### src/rtl/mtcd_pkg.sv
`default_nettype none

package mtcd_pkg;

   // Wheel and timer constants.
   localparam int MULT_FACTOR  = 8;
   localparam int CAPTURE_SPAN = 65536;
   localparam int TICK_LIMIT   = 2 * MULT_FACTOR;

   // Configuration reset values.
   localparam logic [7:0]  MIN_TEETH_RESET   = 8'd30;
   localparam logic [15:0] MARKER_ON_RESET   = 16'd10;
   localparam logic [15:0] MARKER_OFF_RESET  = 16'd20;
   localparam logic [15:0] MULT_RELOAD_RESET = 16'hFFFF;

   // Result word layout, lowest bit first.
   localparam int RSP_LOCKED_LSB = 0;
   localparam int RSP_ANGLE_LSB  = 1;
   localparam int RSP_MARKER_LSB = 17;
   localparam int RSP_LAMP_LSB   = 18;
   localparam int RSP_GOOD_LSB   = 19;
   localparam int RSP_BAD_LSB    = 27;
   localparam int RSP_BITS       = 35;
   localparam int RSP_DATA_W     = 40;

   typedef enum logic [1:0] {
      REQ_EDGE     = 2'd0,
      REQ_OVERFLOW = 2'd1,
      REQ_TICK     = 2'd2,
      REQ_UNUSED   = 2'd3
   } req_kind_type;

   typedef enum logic [1:0] {
      CSR_MIN_TEETH   = 2'd0,
      CSR_MARKER_ON   = 2'd1,
      CSR_MARKER_OFF  = 2'd2,
      CSR_MULT_RELOAD = 2'd3
   } csr_index_type;

endpackage

`default_nettype wire

### src/rtl/missing_tooth_crank_decoder.sv
// Channel    | Direction | Payload
// req_       | in        | tuser: request kind (2); tdata: capture_time (16)
// rsp_       | out       | tdata: locked, angle, marker, lamp, good teeth, bad teeth
// csr_       | in/out    | APB registers at byte addresses 0, 4, 8, 12
//
// Each request decodes combinationally; the wheel state and result register are
// updated at the edge it is taken, so one request per cycle unless rsp_ stalls.
// Reset is synchronous: live reload and registers get defaults, all else clears.
// A stalled result holds the result register; a new request is taken in the same
// cycle the held result is taken, so no bubble appears under back pressure.
`default_nettype none

module missing_tooth_crank_decoder
   import mtcd_pkg::*;
(
   input  wire logic                  clock,
   input  wire logic                  reset,
   input  wire logic                  req_tvalid,
   output logic                       req_tready,
   input  wire logic [15:0]           req_tdata,   // [15:0] capture_time
   input  wire logic [1:0]            req_tuser,   // [1:0] req_type
   output logic                       rsp_tvalid,
   input  wire logic                  rsp_tready,
   // [0] sync_locked, [16:1] crank_angle, [17] marker_level, [18] check_lamp,
   // [26:19] good_sync_teeth, [34:27] bad_sync_teeth, [39:35] zero
   output logic [RSP_DATA_W-1:0]      rsp_tdata,
   input  wire logic                  csr_psel,
   input  wire logic                  csr_penable,
   input  wire logic                  csr_pwrite,
   input  wire logic [3:0]            csr_paddr,
   input  wire logic [31:0]           csr_pwdata,
   output logic [31:0]                csr_prdata,
   output logic                       csr_pready
);

   // Configuration registers.
   logic [7:0]  min_teeth_ff;
   logic [15:0] marker_on_ff;
   logic [15:0] marker_off_ff;
   logic [15:0] init_reload_ff;

   // Wheel state.
   logic [15:0] start_stamp_ff,  start_stamp_in;
   logic [15:0] overflow_ff,     overflow_in;
   logic        edge_phase_ff,   edge_phase_in;
   logic [7:0]  ticks_ff,        ticks_in;
   logic [7:0]  teeth_ff,        teeth_in;
   logic        locked_ff,       locked_in;
   logic [7:0]  good_ff,         good_in;
   logic [7:0]  bad_ff,          bad_in;
   logic [15:0] angle_ff,        angle_in;
   logic [15:0] reload_ff,       reload_in;
   logic [15:0] mult_count_ff,   mult_count_in;
   logic        marker_ff,       marker_in;
   logic        lamp_ff,         lamp_in;

   logic                  rsp_valid_ff;
   logic [RSP_DATA_W-1:0] rsp_data_ff, rsp_data_in;

   logic          req_accept;
   logic          csr_write;
   csr_index_type csr_index;
   req_kind_type  req_kind;
   logic [31:0]   span_product;
   logic [15:0]   period_low;
   logic [7:0]    teeth_next;

   assign csr_pready = 1'b1;
   assign csr_write  = csr_psel & csr_penable & csr_pwrite & csr_pready;
   assign csr_index  = csr_index_type'(csr_paddr[3:2]);

   always_comb begin
      unique case (csr_index)
         CSR_MIN_TEETH:   csr_prdata = 32'(min_teeth_ff);
         CSR_MARKER_ON:   csr_prdata = 32'(marker_on_ff);
         CSR_MARKER_OFF:  csr_prdata = 32'(marker_off_ff);
         CSR_MULT_RELOAD: csr_prdata = 32'(init_reload_ff);
         default:         csr_prdata = 32'd0;
      endcase
   end

   assign req_tready = ~rsp_valid_ff | rsp_tready;
   assign req_accept = req_tvalid & req_tready;
   assign req_kind   = req_kind_type'(req_tuser);

   // Tooth period over the overflows; only its low half feeds the reload.
   assign span_product = 32'(CAPTURE_SPAN) * 32'(overflow_ff);
   assign period_low   = req_tdata + span_product[15:0] - start_stamp_ff;
   assign teeth_next   = teeth_ff + 8'd1;

   always_comb begin
      start_stamp_in = start_stamp_ff;
      overflow_in    = overflow_ff;
      edge_phase_in  = edge_phase_ff;
      ticks_in       = ticks_ff;
      teeth_in       = teeth_ff;
      locked_in      = locked_ff;
      good_in        = good_ff;
      bad_in         = bad_ff;
      angle_in       = angle_ff;
      reload_in      = reload_ff;
      mult_count_in  = mult_count_ff;
      marker_in      = marker_ff;
      lamp_in        = lamp_ff;

      unique case (req_kind)
         REQ_EDGE: begin
            if (!edge_phase_ff) begin
               start_stamp_in = req_tdata;
               overflow_in    = 16'd0;
               edge_phase_in  = 1'b1;
            end else begin
               edge_phase_in = 1'b0;
               ticks_in      = 8'd0;
               teeth_in      = teeth_next;
               // Too many multiplied ticks in one tooth means this was the gap.
               if ({1'b0, ticks_ff} > 9'(TICK_LIMIT)) begin
                  if (teeth_next < min_teeth_ff) begin
                     bad_in    = teeth_next;
                     locked_in = 1'b0;
                     lamp_in   = 1'b1;
                  end else begin
                     good_in   = teeth_next;
                     locked_in = 1'b1;
                     lamp_in   = 1'b0;
                  end
                  teeth_in = 8'd0;
                  angle_in = 16'd0;
               end else begin
                  reload_in     = 16'(period_low / MULT_FACTOR);
                  mult_count_in = 16'd0;
               end
            end
         end
         REQ_OVERFLOW: begin
            overflow_in = overflow_ff + 16'd1;
         end
         REQ_TICK: begin
            if (mult_count_ff == reload_ff) begin
               mult_count_in = 16'd0;
               ticks_in      = ticks_ff + 8'd1;
               if (angle_ff < marker_on_ff) begin
                  marker_in = 1'b1;
               end else if (angle_ff > marker_off_ff) begin
                  marker_in = 1'b0;
               end
               angle_in = angle_ff + 16'd1;
            end else begin
               mult_count_in = mult_count_ff + 16'd1;
            end
         end
         REQ_UNUSED: begin
         end
         default: begin
         end
      endcase
   end

   always_comb begin
      rsp_data_in = '0;
      rsp_data_in[RSP_LOCKED_LSB]                = locked_in;
      rsp_data_in[RSP_ANGLE_LSB +: 16]           = angle_in;
      rsp_data_in[RSP_MARKER_LSB]                = marker_in;
      rsp_data_in[RSP_LAMP_LSB]                  = lamp_in;
      rsp_data_in[RSP_GOOD_LSB +: 8]             = good_in;
      rsp_data_in[RSP_BAD_LSB +: 8]              = bad_in;
      rsp_data_in[RSP_DATA_W-1:RSP_BITS]         = '0;
   end

   always_ff @(posedge clock) begin
      if (reset) begin
         min_teeth_ff   <= MIN_TEETH_RESET;
         marker_on_ff   <= MARKER_ON_RESET;
         marker_off_ff  <= MARKER_OFF_RESET;
         init_reload_ff <= MULT_RELOAD_RESET;
         start_stamp_ff <= 16'd0;
         overflow_ff    <= 16'd0;
         edge_phase_ff  <= 1'b0;
         ticks_ff       <= 8'd0;
         teeth_ff       <= 8'd0;
         locked_ff      <= 1'b0;
         good_ff        <= 8'd0;
         bad_ff         <= 8'd0;
         angle_ff       <= 16'd0;
         reload_ff      <= MULT_RELOAD_RESET;
         mult_count_ff  <= 16'd0;
         marker_ff      <= 1'b0;
         lamp_ff        <= 1'b0;
         rsp_valid_ff   <= 1'b0;
         rsp_data_ff    <= '0;
      end else begin
         if (req_accept) begin
            start_stamp_ff <= start_stamp_in;
            overflow_ff    <= overflow_in;
            edge_phase_ff  <= edge_phase_in;
            ticks_ff       <= ticks_in;
            teeth_ff       <= teeth_in;
            locked_ff      <= locked_in;
            good_ff        <= good_in;
            bad_ff         <= bad_in;
            angle_ff       <= angle_in;
            mult_count_ff  <= mult_count_in;
            marker_ff      <= marker_in;
            lamp_ff        <= lamp_in;
            rsp_data_ff    <= rsp_data_in;
            rsp_valid_ff   <= 1'b1;
         end else if (rsp_tready) begin
            rsp_valid_ff <= 1'b0;
         end

         // The live reload follows a written reload register at once.
         if (csr_write && (csr_index == CSR_MULT_RELOAD)) begin
            reload_ff <= csr_pwdata[15:0];
         end else if (req_accept) begin
            reload_ff <= reload_in;
         end

         if (csr_write) begin
            unique case (csr_index)
               CSR_MIN_TEETH:   min_teeth_ff   <= csr_pwdata[7:0];
               CSR_MARKER_ON:   marker_on_ff   <= csr_pwdata[15:0];
               CSR_MARKER_OFF:  marker_off_ff  <= csr_pwdata[15:0];
               CSR_MULT_RELOAD: init_reload_ff <= csr_pwdata[15:0];
               default: begin
               end
            endcase
         end
      end
   end

   assign rsp_tvalid = rsp_valid_ff;
   assign rsp_tdata  = rsp_data_ff;

endmodule

`default_nettype wire

### config.mk
export PLATFORM = sky130hd
export DESIGN_NAME = missing_tooth_crank_decoder
export DESIGN_NICKNAME = d
export VERILOG_FILES = /design/src/rtl/mtcd_pkg.sv /design/src/rtl/missing_tooth_crank_decoder.sv
export SDC_FILE = /design/constraint.sdc
export NUM_CORES = 1
export LEC_CHECK = 0
export ABC_AREA = 0
export BUFFER_PORTS_ARGS = -buffer_cell sky130_fd_sc_hd__buf_2
export CORE_AREA = 2 2 114 144
export CTS_CLUSTER_SIZE = 8
export DETAILED_ROUTE_END_ITERATION = 10
export DIE_AREA = 0 0 116 146
export HOLD_SLACK_MARGIN = 0.03
export PLACE_DENSITY = 0.77
export SLEW_MARGIN = 20
export SYNTH_ARGS = -nofsm -noshare
export SYNTH_HDL_FRONTEND = slang
export SYNTH_SLANG_ARGS = --single-unit
export TNS_END_PERCENT = 5
### constraint.sdc
create_clock -name clock -period 2.92 [get_ports clock]
set_input_delay 0.292 -clock clock [delete_from_list [all_inputs] [get_ports clock]]
set_output_delay 0.292 -clock clock [all_outputs]
set_load 0.02 [all_outputs]
==> impl_metrics.ini <==
[detailed_routing]
viasPerCell = 5.61
drc = 0
drt-initial-drc-count = 506
wl_per_cell_um = 16.1
drtPass1Iterations = 5
wl_um = 21500
ant_nets = 0
vias = 7504

[synthesis]
syn_area_per_cell_sq_um = 8.27
synth-main-ff-cell = dfxtp_1
async_reset_ff_share_pct = 0
yosys_warnings = 0
yosysSeqAreaShare_pct = 37.3
synth_cell_type_count = 56
synthCells = 1019
ys_ff_latch = 157
syn_area_sq_mm = 0.00843
synth_edf_count = 0

[sta]
layout_min_cycle_time_ns = 2.69
fmax_mhz = 372
worst_slew_pin_slew_ns = 0.820
timing.slew.headroom_pct = 45.4
finalSetupTns_ns = 0
period_share_pct = 92.0
holdWs_ns = 0.0561
rsz0062_at_grt = no
hold_viol = 0
finalSetupViolations = 0
worst_clock_skew_ns = 0.0112
slew_viol_final = 0

[pwr]
leakagePower_nw = 4.30
vdd_drop_max_uv = 393
p_per_area_mw_per_mm2 = 505

[global_routing]
grt_max_degree = 104
grt_pass1_vias = 7326
grt_usage_pct = 26.1
grt_pass1_wl_um = 35300
antenna_found_initial = 0
overflow = 0

[layout]
area_growth_pct = 15.0
regArea_sq_mm = 0.00314
final_core_util_pct = 62.8
design_area_sq_mm = 0.00969
fillers = 1364
drive_gt1_share_pct = 15.3
layout_common_cells = dfxtp_1 (157), nand2_1 (149), nor2_1 (95)
mostFrequentLayoutCell = dfxtp_1
n_antenna_cell = 0
multi_input_area_sq_mm = 0.00477
fin_nets = 1230

[die]
start_util_pct = 54.6
core_area_sq_mm = 0.0154
boundaryPins = 136
die-area_sq_mm = 0.0169
rows = 51
die_h_um = 146
dieWidth_um = 116

[worst_setup_path]
r2r_setup_slack_ns = 0.23
worstReg2RegEnd = mult_count_ff[11]
cp.required_ns = 3.24
crit_end = mult_count_ff[11]
timing.critical_path.from = ticks_ff[0]
r2r_cells = 9
critPathLaunchType = flip-flop
crit_fanout = 7
timing_worst_setup_path_type = reg -> reg
arrival_ns = 3.01
end_kind = flip-flop
r2r-start = ticks_ff[0]

[place]
dpl-instance-area_sq_mm = 0.00909
gp_congestion = 0.878
io_buffers = 95
hpwl_um = 15400

[clock_tree]
cts_buffers = 17
clock_sinks = 157
clockRootBuffer = clkbuf_16
cts_tree = built
clk_latency_ns = 0.43
htree_levels = 4
clockBufferDepth = 2
clk_pin_slew_ns = 0.06
cts-hold-fix-buffers = 0

[flow_run]
cap_violations = 0

[worst_hold_path]
hold_class = in -> reg

[run_status]
status = completed
-- routing by layer --
layer	vias up	share of wire, %	GRT usage (%)
met5	-	0	0
met4	0	2.0	9.11
met3	33	5.1	5.04
met2	260	49	43.3
met1	3553	44	33.5
li1	3658	-	-
-- Yosys cell counts (12+ instances only) --
cell type	n	area share, %
and3_1	18	1.3
inv_1	65	2.9
dfxtp_1	157	37
nand3_1	28	1.7
o21ai_0	50	3.0
nand2_1	149	6.6
ha_1	57	8.5
nand4_1	16	1.2
xor2_1	45	4.7
mux2i_1	39	4.6
a21o_1	12	1.1
a21oi_1	81	4.8
clkbuf_1	32	1.4
o211ai_1	17	1.5
nor2_1	95	4.2
buf_4	26	2.3
-- through the flow --
step,total power [W],cells,setup slack [ns]
after floorplan,0.00257,1039,0.466
after global placement,0.00270,1305,0.272
after detailed placement,0.00271,1305,0.169
after CTS,0.00491,1337,0.157
after global routing,0.00504,1337,0.0414
final,0.00490,1337,0.234
-- final cells by class --
type / instances / share of cell area [%]
inverters: 65 / 2.52
multi-input cells: 750 / 49.2
well taps: 212 / 2.74
clock buffers: 19 / 4.67
clock inverters: 13 / 1.42
repair buffers: 121 / 6.99
flip-flops and latches: 157 / 32.4
-- state kept, by name, indices dropped and copies added (netlist names) --
register,flops
init_reload_ff,16
marker_off_ff,16
marker_on_ff,16
mult_count_ff,16
reload_ff,16
start_stamp_ff,16
angle_ff,15
bad_ff,8
min_teeth_ff,8
teeth_ff,8
ticks_ff,8
good_ff,7
rsp_tdata,5
edge_phase_ff,1
rsp_tvalid,1
-- critical path: stages (launching register included) --
cell	delay, ns
dfxtp_1	0.34
inv_1	0.08
ha_1	0.15
or3b_1	0.35
a2111o_1	0.55
a211oi_4	0.34
and3_1	0.36
nand3_1	0.16
xor2_1	0.18
nor2_1	0.06
-- worst min-delay path by stage --
stage | startpoint | depth (start not counted) | end | slack, ns
6_report | reset | 2 | angle_ff[6] | 0.06
5_1_grt | reset | 2 | angle_ff[6] | 0.06
4_1_cts | reset | 2 | angle_ff[6] | 0.04
3_5_place_dp | init_reload_ff[8] | 2 | init_reload_ff[8] | 0.44
3_3_place_gp | init_reload_ff[13] | 2 | init_reload_ff[13] | 0.43
2_1_floorplan | req_tvalid | 2 | rsp_tvalid | 0.41
-- kinds of logic after synthesis --
logic type / count (synthesis) / share of synthesized area (%)
flip-flops: 157 / 37.3
multiplexers: 49 / 7.04
AND/OR/NAND/NOR: 352 / 18.6
adder cells (fa/ha/maj): 57 / 8.46
XOR/XNOR: 54 / 5.61
AO/OA/AOI/OAI: 216 / 15.8
other: 2 / 0.0891
buffers and inverters: 132 / 7.08
-- report_power, final --
part	internal, W	switching [W]
logic	0.000167	0.000309
registers	0.00217	0.0000197
clock network	0.00131	0.000921
total	0.00365	0.00125
-- repair_timing --
action,4_1_cts,5_1_grt
setup endpoints to repair,0,8
setup buffers,0,0
resized for setup,0,1
(Power assumes the default switching activity.)
